===== config.mk =====
export PLATFORM = sky130hd
export DESIGN_NAME = fcmm_divider
export DESIGN_NICKNAME = d
export VERILOG_FILES = /design/src/rtl/fcmm_divider.sv
export SDC_FILE = /design/constraint.sdc
export NUM_CORES = 2
export LEC_CHECK = 0
export ABC_CLOCK_PERIOD_IN_PS = 4200
export BUFFER_PORTS_ARGS = -buffer_cell sky130_fd_sc_hd__buf_2
export CAP_MARGIN = 30
export CORE_UTILIZATION = 40
export DETAILED_ROUTE_END_ITERATION = 6
export SETUP_SLACK_MARGIN = 0.2
export SKIP_LAST_GASP = 1
export SLEW_MARGIN = 10
export SYNTH_ARGS = -nofsm -noshare
export SYNTH_HDL_FRONTEND = slang
export SYNTH_SLANG_ARGS = --single-unit

===== constraint.sdc =====
create_clock -name clk -period 4.2 [get_ports clk]
set_clock_uncertainty 0.05 [all_clocks]
set_input_delay 0.21 -clock clk [delete_from_list [all_inputs] [get_ports clk]]
set_output_delay 0.21 -clock clk [all_outputs]
set_load 0.02 [all_outputs]

===== src/rtl/fcmm_divider.sv =====
// ----------------------------------------------------------------------------
// fcmm_divider
// Pipelined restoring divider: round(mag * 2^(PW-1) / m), one bit per stage
// and a last stage that rounds.
// ----------------------------------------------------------------------------
`default_nettype none
module fcmm_divider #(
  parameter int PW = 16,
  parameter int DW = 20,
  parameter int SW = 64
) (
  input  wire logic          clk,
  input  wire logic          rst_n,
  input  wire logic          vld_i,
  input  wire logic [DW-1:0] mag_i,
  input  wire logic [DW-1:0] den_i,
  input  wire logic [SW-1:0] side_i,
  output logic               vld_o,
  output logic [PW:0]        q_o,
  output logic [SW-1:0]      side_o
);
  localparam int N = PW;
  logic              v_r   [N+1];
  logic [DW:0]       rem_r [N+1];
  logic [DW-1:0]     den_r [N+1];
  logic [PW:0]       q_r   [N+1];
  logic [SW-1:0]     sd_r  [N+1];
  logic              q0;

  assign q0 = (mag_i >= den_i);

  always_ff @(posedge clk) begin
    if (!rst_n) v_r[0] <= 1'b0;
    else v_r[0] <= vld_i;
    rem_r[0] <= {1'b0, mag_i - (q0 ? den_i : '0)};
    q_r[0] <= (PW+1)'(q0);
    den_r[0] <= den_i;
    sd_r[0] <= side_i;
  end

  for (genvar k = 1; k <= N; k++) begin : g_st
    logic [DW+1:0] sh;
    logic          last;
    assign last = (k == N);
    always_comb sh = {rem_r[k-1], 1'b0};
    always_ff @(posedge clk) begin
      if (!rst_n) v_r[k] <= 1'b0;
      else v_r[k] <= v_r[k-1];
      den_r[k] <= den_r[k-1];
      sd_r[k] <= sd_r[k-1];
      if (!last) begin
        if (sh >= {2'b0, den_r[k-1]}) begin
          rem_r[k] <= (DW+1)'(sh - {2'b0, den_r[k-1]});
          q_r[k] <= {q_r[k-1][PW-1:0], 1'b1};
        end else begin
          rem_r[k] <= sh[DW:0];
          q_r[k] <= {q_r[k-1][PW-1:0], 1'b0};
        end
      end else begin
        rem_r[k] <= rem_r[k-1];
        q_r[k] <= q_r[k-1] + (PW+1)'(sh >= {2'b0, den_r[k-1]});
      end
    end
  end

  assign vld_o = v_r[N];
  assign q_o = q_r[N];
  assign side_o = sd_r[N];
endmodule
`default_nettype wire


# Yosys cells after proc, flatten, opt, wreduce, memory -nomap -nowiden
# Memory sizes are Yosys's and may differ from the RTL's.
# Index checks and enable logic that the tools add are counted.
[word_totals]
word_cells = 181
n_memories = 5
in_bits = 107
mem_bits_rw = 2091
reg_bits = 0
[classes]
order_cmp = 17
bitwise_logic = 47
n_mux = 95
n_addsub = 17
[memory_table]
columns = ["memory", "words", "width", "read_ports", "rd_clocked_by_memory_dff", "wr", "line", "text"]
rows = [
  ["sd_r", 17, 64, 17, 0, 17, "27", "logic [SW-1:0] sd_r [N+1];"],
  ["rem_r", 17, 21, 16, 0, 17, "24", "logic [DW:0] rem_r [N+1];"],
  ["den_r", 17, 20, 16, 0, 17, "25", "logic [DW-1:0] den_r [N+1];"],
  ["q_r", 17, 17, 17, 0, 17, "26", "logic [PW:0] q_r [N+1];"],
  ["v_r", 17, 1, 17, 0, 17, "23", "logic v_r [N+1];"],
]
[ops]
columns = ["cell", "count"]
rows = [
  ["$ge A22 B20 Y1", 16],
  ["$mux W21", 15],
  ["$sub A21 B20 Y21", 15],
  ["$mux W17", 15],
  ["$mux W1", 64],
  ["$or A1 B1 Y1", 47],
  ["$ge A20 B20 Y1", 1],
  ["$mux W20", 1],
  ["$sub A20 B20 Y20", 1],
  ["$add A17 B1 Y17", 1],
]

# Logic depth before layout (Yosys ltp)
# An unclocked memory read counts as a cell.
[logic_depth]
word_depth = 5
depth_mapped = 21
depth_no_buf = 20

# Worst setup path before layout
# No wires, ideal clock.
[synth_path]
kind = "in2reg"
startpoint = "input mag_i[0]"
endpoint = "memory rem_r[0][18] (netlist bit)"
setup_ps = 72
path_stages = 21
path_buffers = 1
path_slack_ps = 376
required_time_ps = 4078
arrival_ps = 3702
cell_sequence = "inv_1 ha_1 nand2b_1 a21o_1 a211o_1 a21oi_1 o21ai_0 a21boi_0 o21ai_0 clkbuf_1 and2_1 ha_1 fa_1 nor2b_1 o31a_1 o31ai_1 a31oi_1 nand3_1 a31o_2 a21oi_1 xor2_1"
[synth_rtl]
columns = ["element", "line", "text"]
rows = [
  ["start, declared", "15", "input wire logic [DW-1:0] mag_i,"],
  ["end, declared", "24", ""],
]

==> results.md <==
- Crit Path Class: in -> reg
- Sequential cell area fraction in the yosys report: 0.640
- Final Max Slew Viols: 0
- Synth top area cells: dfxtp_1, ha_1, a21oi_1
- Post-synth EDFFs: 0
- Initial DRC Count: 1571
- Final setup vio count: 0
- Final Power: about 0.057 W
- # Post-CTS Setup Buffers: 0
- Post-layout nets: 6227
- Highest clock rate: around 270 MHz
- Mapped cell area: ~60000 sq um
- YS warnings: 0
- CP cell instances: dlygate4sd3_1, buf_2, ha_1, a21o_1, a211o_1, a21oi_2, o21ai_2, a21boi_1, o21ai_1, buf_4, buf_4, nand2_1, ha_1, nor2b_2, o31a_1, o31ai_4, nand2_1, a21oi_1, xnor2_1, dlygate4sd3_1
- CTS H-Tree Depth: 4
- Clk buf depth: 3
- Die Area: ~150000 sq um
- Yosys reg bits: around 1900
- CTS tree: built
- Clk_lat worst skew: about 0.8 ns
- Critical path peak fanout: 10
- ANT nets after route: 0
- Top FF cell, synth: dfxtp_1
- Routability Congestion: around 0.88
- # fillers: 13141
- Worst vdd ir: about 440 uV
- Worst path max stage delay: around 0.55 ns
- Area growth syn-to-layout: 19.6%
- Lkg Pwr: roughly 31 nW
- Layout cells sized above 1: 0.106
- Avg Cell Area, Syn: ~11 sq um
- Vias in the first global route: 36759
- Core ar.: 148000 sq um
- Kind of end point of the critical path: flip-flop
- Routed Wire Length: between 100000 and 150000 um
- CTS buffer count: about 190
- Required time of the critical path: ~4.9 ns
- Initial Utilization: 0.404
- Synth cell types: 89
- Tmin final: 3.76 ns
- Slowest cell on crit path: dlygate4sd3_1
- Synth top area share: 0.640
- Synth area leader: dfxtp_1
- Overall global routing resource usage: 0.142
- Syn nets: between 5000 and 6000
- Cell row count: 141
- Via-per-instance ratio: around 4.6
- Async S/R FF share, synth: 0
- Die H: a little under 400 um
- Grt total ovfl: 0
- First-pass GRT wire length: roughly 180000 um
- Hold Path Class: in -> reg
- Clk sink count: 1913
- Hold_ws: about 0.074 ns
- Root buf cell: clkbuf_16
- I/O Buffers: around 190
- Pin count of the biggest net entering global routing: ~40
- Post-synth top cells: dfxtp_1, inv_1, ha_1
- Final Hold Vio Count: 0
- Die width: approximately 400 um
- Reg clk slew, reported paths: approximately 0.050 ns
- Ports: about 190
- Status: finished clean
- CP Launch Type: input pin
- Setup TNS: 0 ns
- Initial antenna violation count: 0
- Detailed Place HPWL: 76300 um
- Least-Margin Pin Slew: between 0.8 and 0.9 ns
- Avg WL per Cell: approximately 14 um
- Max Cap Viol: 0
- DRT Pass-1 Iters: 5
- RSZ-0062 raised after global routing: false
- Most frequent cell after synthesis: dfxtp_1
- Worst slew margin: 0.440
- Period utilisation layout: 0.895
- Via count: about 36000
- Worst path arrival time: around 4.4 ns
- Drc violations: 0
- Post-synthesis cell count: around 5200
- P per Cell Area: 795 nW/um^2
-- critical path: cells and delay by family --
family | cells | cell delay, ns
xor gates and xnor gates | 1 | 0.13
buffers and inverters | 5 | 1.56
and+or+nand+nor | 3 | 0.31
adders and majority gates | 2 | 0.51
AOI/OAI and AO/OA | 9 | 1.68
-- flip-flops by register name (all words and copies together), names as in the netlist --
name	count
rem_r	335
sd_r	1088
v_r	17
den_r	320
q_r	153
-- power breakdown --
part           switching [W]  internal [W]  leakage (nW)  total (W)
combinational        0.00969       0.00747          12.2     0.0172
sequential           0.00148        0.0214          16.1     0.0229
clock                0.00690       0.00991          3.15     0.0168
total                 0.0181        0.0388          31.5     0.0569
-- what timing repair did --
item / in CTS / in global routing
hold buffers: 191 / 0
endpoints found under the setup margin: 0 / 8
hold endpoints to repair: 121 / 0
resized for setup: 0 / 10
-- cells in the final DEF, fill, tap and decap left out, drive strengths merged, types with 35 or more instances in the layout --
master | synthesis | layout
dfxtp | 1913 | 1913
inv | 420 | 426
ha | 360 | 360
o21ai | 332 | 332
a21oi | 329 | 329
nand2 | 324 | 324
clkbuf | 51 | 259
nor2 | 236 | 236
buf | 32 | 226
dlygate4sd3 | 0 | 191
xor2 | 139 | 139
xnor2 | 132 | 132
a21o | 108 | 108
nand3 | 68 | 68
nor3 | 63 | 63
o21a | 60 | 60
nand2b | 58 | 58
mux2 | 57 | 57
clkinv | 0 | 56
nor2b | 54 | 54
nand4 | 41 | 41
o31a | 35 | 35
-- layout make-up --
type                    instances  area (sq um)  share of cell area
inverters                     420          1580              0.0220
clock inverters                89          1180              0.0165
well taps                    1930          2410              0.0338
diodes                          2          5.00           0.0000700
flip-flops and latches       1913         38300               0.535
clock buffers                 259          5300              0.0741
multi-input cells            2806         19600               0.274
repair buffers                417          3150              0.0440
-- stage by stage --
step / cells / instance area (sq um) / setup slack (ns) / util
after floorplan: 5222 / 59800 / 0.376 / -
after global placement: 7295 / 63100 / -0.217 / 0.426
after detailed placement: 7295 / 63100 / -0.232 / 0.426
after CTS: 7834 / 71500 / 0.236 / 0.483
after global routing: 7834 / 71500 / 0.225 / 0.483
final: 7836 / 71500 / 0.440 / 0.483
-- kinds of logic (layout without fill, tap and decap cells) --
family                     count (synthesis)  count (layout)  share of synthesized area
and+or+nand+nor                          990             990                     0.0800
muxes                                     62              62                     0.0116
DFF                                     1913            1913                      0.640
adders and majority gates                376             376                     0.0807
buffers and inverters                    503            1185                     0.0328
AOI/OAI and AO/OA                       1107            1107                      0.115
other                                      0               2                          0
xor gates and xnor gates                 271             271                     0.0397
-- layer usage --
metal,part of all wire,GRT usage,vias up
li1,-,-,18740
met1,0.42,0.152,16627
met2,0.50,0.261,710
met3,0.041,0.0321,296
met4,0.041,0.0650,0
met5,0,0,-
-- worst paths after layout --
kind | startpoint | to | slack [ns] | cells past startpoint
worst max-delay path | mag_i[1] | rem_r[0][10]$_DFF_P_ | 0.44 | 20
worst min-delay path | den_i[12] | den_r[0][12]$_DFF_P_ | 0.07 | 2
worst max register to register | den_r[0][222]$_DFF_P_ | rem_r[0][256]$_DFF_P_ | 0.76 | 10
worst min register to register | sd_r[15][35]$_DFF_P_ | sd_r[16][35]$_DFF_P_ | 0.25 | 0
(Power assumes the default switching activity.)
