**src/rtl/fcmm_pkg.sv**
```systemverilog
// ----------------------------------------------------------------------------
// fcmm_pkg
// Shared constants, types and the CORDIC arctangent table of the mixer.
// ----------------------------------------------------------------------------
`default_nettype none
package fcmm_pkg;
  localparam int POWER_WIDTH_DEF = 16;
  localparam int ANGLE_WIDTH_DEF = 16;
  localparam int SCALE_WIDTH = 16;
  localparam int CORDIC_STEPS = 24;
  localparam int CW = 34;
  localparam logic signed [CW-1:0] CORDIC_INV_GAIN = 34'sd652032874;
  localparam logic signed [31:0] SQRT2_Q30 = 32'sd1518500250;
  localparam logic [0:0] ADDR_HEADLESS = 1'b0;

  typedef logic signed [CW-1:0] cord_t;

  function automatic logic [31:0] atan_turn(input logic [4:0] i);
    logic [31:0] v;
    case (i)
      5'd0: v = 32'h20000000;   5'd1: v = 32'h12E4051E;
      5'd2: v = 32'h09FB385B;   5'd3: v = 32'h051111D4;
      5'd4: v = 32'h028B0D43;   5'd5: v = 32'h0145D7E1;
      5'd6: v = 32'h00A2F61E;   5'd7: v = 32'h00517C55;
      5'd8: v = 32'h0028BE53;   5'd9: v = 32'h00145F2F;
      5'd10: v = 32'h000A2F98;  5'd11: v = 32'h000517CC;
      5'd12: v = 32'h00028BE6;  5'd13: v = 32'h000145F3;
      5'd14: v = 32'h0000A2F9;  5'd15: v = 32'h0000517D;
      5'd16: v = 32'h000028BE;  5'd17: v = 32'h0000145F;
      5'd18: v = 32'h00000A30;  5'd19: v = 32'h00000518;
      5'd20: v = 32'h0000028C;  5'd21: v = 32'h00000146;
      5'd22: v = 32'h000000A3;  5'd23: v = 32'h00000051;
      default: v = 32'h0;
    endcase
    return v;
  endfunction
endpackage
`default_nettype wire

```
**src/rtl/fcmm_cordic_stage.sv**
```systemverilog
// ----------------------------------------------------------------------------
// fcmm_cordic_stage
// One registered CORDIC rotation step; forwards the item's payload.
// ----------------------------------------------------------------------------
`default_nettype none
module fcmm_cordic_stage #(
  parameter int STEP = 0,
  parameter int PW = 64
) (
  input  wire logic                      clk,
  input  wire logic                      rst_n,
  input  wire logic                      vld_i,
  input  wire fcmm_pkg::cord_t           x_i,
  input  wire fcmm_pkg::cord_t           y_i,
  input  wire logic signed [32:0]        z_i,
  input  wire logic [PW-1:0]             pay_i,
  output logic                           vld_o,
  output fcmm_pkg::cord_t                x_o,
  output fcmm_pkg::cord_t                y_o,
  output logic signed [32:0]             z_o,
  output logic [PW-1:0]                  pay_o
);
  localparam logic [4:0] STEP_IDX = 5'(STEP);
  fcmm_pkg::cord_t xs, ys, x_nxt, y_nxt;
  logic signed [32:0] a, z_nxt;

  always_comb begin
    xs = x_i >>> STEP;
    ys = y_i >>> STEP;
    a = $signed({1'b0, fcmm_pkg::atan_turn(STEP_IDX)});
    if (!z_i[32]) begin
      x_nxt = x_i - ys; y_nxt = y_i + xs; z_nxt = z_i - a;
    end else begin
      x_nxt = x_i + ys; y_nxt = y_i - xs; z_nxt = z_i + a;
    end
  end

  always_ff @(posedge clk) begin
    if (!rst_n) vld_o <= 1'b0;
    else vld_o <= vld_i;
    x_o <= x_nxt; y_o <= y_nxt; z_o <= z_nxt; pay_o <= pay_i;
  end
endmodule
`default_nettype wire

```
**config.mk**
```make
export PLATFORM = sky130hd
export DESIGN_NAME = fcmm_cordic_stage
export DESIGN_NICKNAME = d
export VERILOG_FILES = /design/src/rtl/fcmm_pkg.sv /design/src/rtl/fcmm_cordic_stage.sv
export SDC_FILE = /design/constraint.sdc
export NUM_CORES = 1
export LEC_CHECK = 0
export BUFFER_PORTS_ARGS = -buffer_cell sky130_fd_sc_hd__buf_2
export CORE_MARGIN = 8
export CORE_UTILIZATION = 52
export CTS_CLUSTER_SIZE = 25
export DETAILED_ROUTE_END_ITERATION = 16
export GPL_ROUTABILITY_DRIVEN = 0
export HOLD_SLACK_MARGIN = 0.03
export PLACE_DENSITY = 0.81
export SETUP_SLACK_MARGIN = 0.02
export SYNTH_ARGS = -nofsm -noshare
export SYNTH_HDL_FRONTEND = slang
export SYNTH_SLANG_ARGS = --single-unit
export TNS_END_PERCENT = 30
```
**constraint.sdc**
```tcl
create_clock -name clk -period 4 [get_ports clk]
set_input_delay 0.2 -clock clk [delete_from_list [all_inputs] [get_ports clk]]
set_output_delay 0.2 -clock clk [all_outputs]
set_load 0.03 [all_outputs]
```
**Word level (Yosys, flattened, before mapping)**

Index checks and enable logic that the tools add are counted.

- Bits in latches: 0
- RAM bits: 0
- Register bits after elaboration: 166
- Memories: 0
- Bits in read-only memories: 0

- $mul: 0
- Reductions and logical operators: 0
- Shift-type cells: 0
- Bitwise gates (word level): 0
- Add/subtract/negate cells: 5
- Mux-type cells: 3
- Equality and inequality tests: 0
- Order comparisons: 0
- Divide/modulo/power cells: 0

Operators with widths:

| operator | count |
|---|---|
| $mux 34 | 2 |
| $sub 34x34->34 | 2 |
| $add 34x34->34 | 1 |
| $add 33x31->33 const B | 1 |
| $mux 33 | 1 |
| $sub 33x31->33 const B | 1 |

**Depth between registers and ports, before layout**

- Depth in word-level cells: 2
- Depth in mapped cells: 13
- Gate-level depth less buffers: 12

**Least setup slack after synthesis**

Ideal clock, no wire load.

- Kind: input -> register
- Start point: input port x_i[0]
- End point: register x_o[32]
- Data arrival time: 2.413 ns
- Buffers on the path: 0
- Stages: 11
- Setup time: 0.121 ns
- Setup slack: 1.465 ns
- Cells stage by stage: ha_1 -> fa_1 -> nor3b_2 -> o31a_1 -> o2111ai_2 -> nand3_4 -> a311oi_4 -> nor2_2 -> a221oi_2 -> mux2i_1 -> xnor2_1

- Word-level cells in the longest chain between the ends: 2
- Elaborated cells on any way between the ends: 3
- Classes of those cells: add/sub: 2; mux: 1

RTL lines:

| what | line | source |
|---|---|---|
| from (decl) | fcmm_cordic_stage.sv:13 | `input wire fcmm_pkg::cord_t x_i,` |
| $sub 34x34->34 or $add 34x34->34 (tied branches) | fcmm_cordic_stage.sv:32, fcmm_cordic_stage.sv:34 |  |
| $mux 34 (*) | fcmm_cordic_stage.sv:31 | `if (!z_i[32]) begin` |
| net x_nxt[32] | fcmm_cordic_stage.sv:24 | `fcmm_pkg::cord_t xs, ys, x_nxt, y_nxt;` |
| to (signal assigned) | fcmm_cordic_stage.sv:41 | `x_o <= x_nxt; y_o <= y_nxt; z_o <= z_nxt; pay_o <= pay_i;` |
| to (decl) | fcmm_cordic_stage.sv:18 | `output fcmm_pkg::cord_t x_o,` |

The timed path passes the listed nets; every way through them passes the cells marked *.
A chain may end at the register's enable or synchronous reset.

**Worst setup path in the final report**

- Start point: input port x_i[3]
- End point: register y_o[31]

- Word-level cells in the longest chain between the ends: 2
- Elaborated cells on any way between the ends: 3
- Classes of those cells: add/sub: 2; mux: 1

RTL lines:

| what | line | source |
|---|---|---|
| $add 34x34->34 or $sub 34x34->34 (tied branches) | fcmm_cordic_stage.sv:32, fcmm_cordic_stage.sv:34 |  |
| $mux 34 (*) | fcmm_cordic_stage.sv:31 |  |
| net y_nxt[31] | fcmm_cordic_stage.sv:24 |  |
| to (signal assigned) | fcmm_cordic_stage.sv:41 |  |
| to (decl) | fcmm_cordic_stage.sv:19 | `output fcmm_pkg::cord_t y_o,` |

Marked as above.

==> metrics <==
outcome finished clean; Pins Over Slew Limit 0; critical path required time 4.31 ns; clock root cell clkbuf_16; Syn Inst Count 1085; WHS 0.06002 ns; Synth async-reset ratio 0; TritonCTS Sinks 165; delay-heaviest family, CP compound AO/OA/AOI/OAI gates; Worst IR Drop VDD 0.3619 mV; wire length per cell 20.57 µm; DRC viols 0; Tightest Pin Transition 1.035 ns; post-cts resize count 0; CP Class primary input to register; RSZ-0062 raised after global routing false; Synth Area per Inst 8.733 µm²; first drt pass iteration count 7; cell taking the most area after synthesis dfxtp_1; HP Class primary input to register; starting density of the core 0.5293; Post-synth EDFFs 0; CTS tree done; # port buffers 333; leakage 6.152 nW; vias per inst 5.733; Seq/Total Area, Yosys 0.3486; startpoint types primary input; CTS Buffer Depth 2; Fin Setup TNS 0 ns; cts hold-fix bufs 96; setup ws final 1.221 ns; global route overflow 0; most numerous cell in the Yosys netlist dfxtp_1; largest net degree at the start of global routing 72; CP endpoint kind register; max cap viols 0; initial antenna violation count 3; finished layout cell area 0.01269 mm²; layout cells sized above 1 0.2692; Syn Nets 1359; initial DRC count 1251; top cell type's share of synthesized area 0.3486; final hold viol count 0; Seq cells post-synth 165; top cells by count, synth dfxtp_1, a21oi_1, ha_1, inv_1, nor2_1; vias in the first global route 9955; Synth cell types 84; CP bufs+invs 2; IO Pins 334; die area 0.02280 mm²; crit-path max FO 13; Post-Route WL 35650 µm; die height 151.0 µm; HPWL after detailed placement 25640 µm; DP Area 0.01112 mm²; Layout Cells excl Fill 1733; die width 151.0 µm; CP max stage cell o41ai_2; Setup WS pre-CTS 0.9211 ns; Mapped Area 0.009475 mm²; total track usage 0.2973; clock-pin slew on the worst setup and hold paths 0.07 ns; TritonCTS buffer count 17; Max transition margin 0.3092; Pwr Density 434.4 mW/mm²; minimum clock period 2.779 ns; synth top area cells dfxtp_1, ha_1, a21oi_1, xnor2_1, inv_1; Clock H-tree levels 4; Post-CTS Setup Inserts 0; placed insts 1602; Fmax achieved 359.8 MHz; number of routed nets with antenna violations 0; Core Area 0.01790 mm²; Ys Warns 0; CP Cell Sequence buf_2, inv_1, ha_1, and3_4, o21ai_1, nand2_1, o41ai_2, o221ai_1, a221o_1, nand2_1, o21ai_1, xor2_1; P&R area growth vs syn 33.95%; Fill cells 1353; via count 9936; num rows 49; Tcrit/Tclk final 0.6949; first-pass GRT wire length 53250 µm; slowest cell delay on critical path 0.58 ns; Final nets 1762; ys flop type dfxtp_1; worst endpoint data arrival time 3.09 ns; Final setup viols 0
==> stage by stage <==
stage | power (mW) | utilization
finish | 5.513 | 0.7090
global route | 5.730 | 0.7090
CTS | 5.484 | 0.7086
detailed placement | 3.728 | 0.6211
global placement | 3.704 | 0.6211
floorplan | 3.185 | -
==> layout by cell type, fill, tap and decap left out, types with 28 or more instances in the layout <==
cell,n
nand2_1,48
ha_1,102
buf_2,333
dlygate4sd3_1,96
o21ai_0,55
dfxtp_1,165
nor2_1,90
nor3_1,28
xnor2_1,55
inv_1,101
a21oi_1,121
==> logic make-up (layout without fill, tap and decap cells) <==
logic type | after synthesis | after routing | share of synthesized area
flops | 165 | 165 | 0.3486
other cells | 0 | 3 | 0
simple gates | 251 | 251 | 0.1313
fa+ha+maj | 106 | 106 | 0.1431
buf+inv | 153 | 569 | 0.07619
compound gates | 332 | 332 | 0.2271
xor+xnor | 66 | 66 | 0.06101
mux | 12 | 12 | 0.01268
==> registers in the layout (all words and copies together) (netlist names) <==
name   flops
pay_o     64
vld_o      1
x_o       33
y_o       34
z_o       33
==> layer usage <==
metal  track usage  routed length (µm)  up-vias
met2        0.5250               17540      688
met1        0.3232               12580     4542
met3       0.06573                3499      160
met5             0                   0        -
met4        0.1697                2034        0
li1              -                   -     4546
==> where the power goes <==
group | switching [mW] | internal, mW | total [mW]
clock | 0.791 | 0.899 | 1.69
sequential | 0.0578 | 1.86 | 1.92
combinational | 1.27 | 0.637 | 1.90
==> worst paths after layout <==
kind / start / to / slack (ns) / cells after the start
worst max-delay path: x_i[3] / y_o[31] / 1.22 / 12
worst min-delay path: z_i[30] / z_o[30] / 0.06 / 2
==> area by class of cell <==
class / instances / area (µm²) / share of cell area
multi-input combinational: 767 / 5450 / 0.4294
clock inverter: 15 / 178.9 / 0.01410
clock buffer: 17 / 425.4 / 0.03352
antenna: 3 / 7.507 / 0.0005915
timing repair buffer: 431 / 2643 / 0.2082
inverter: 106 / 397.9 / 0.03135
sequential: 165 / 3303 / 0.2603
tap: 229 / 286.5 / 0.02257
Power figures use the tool's default switching activity.
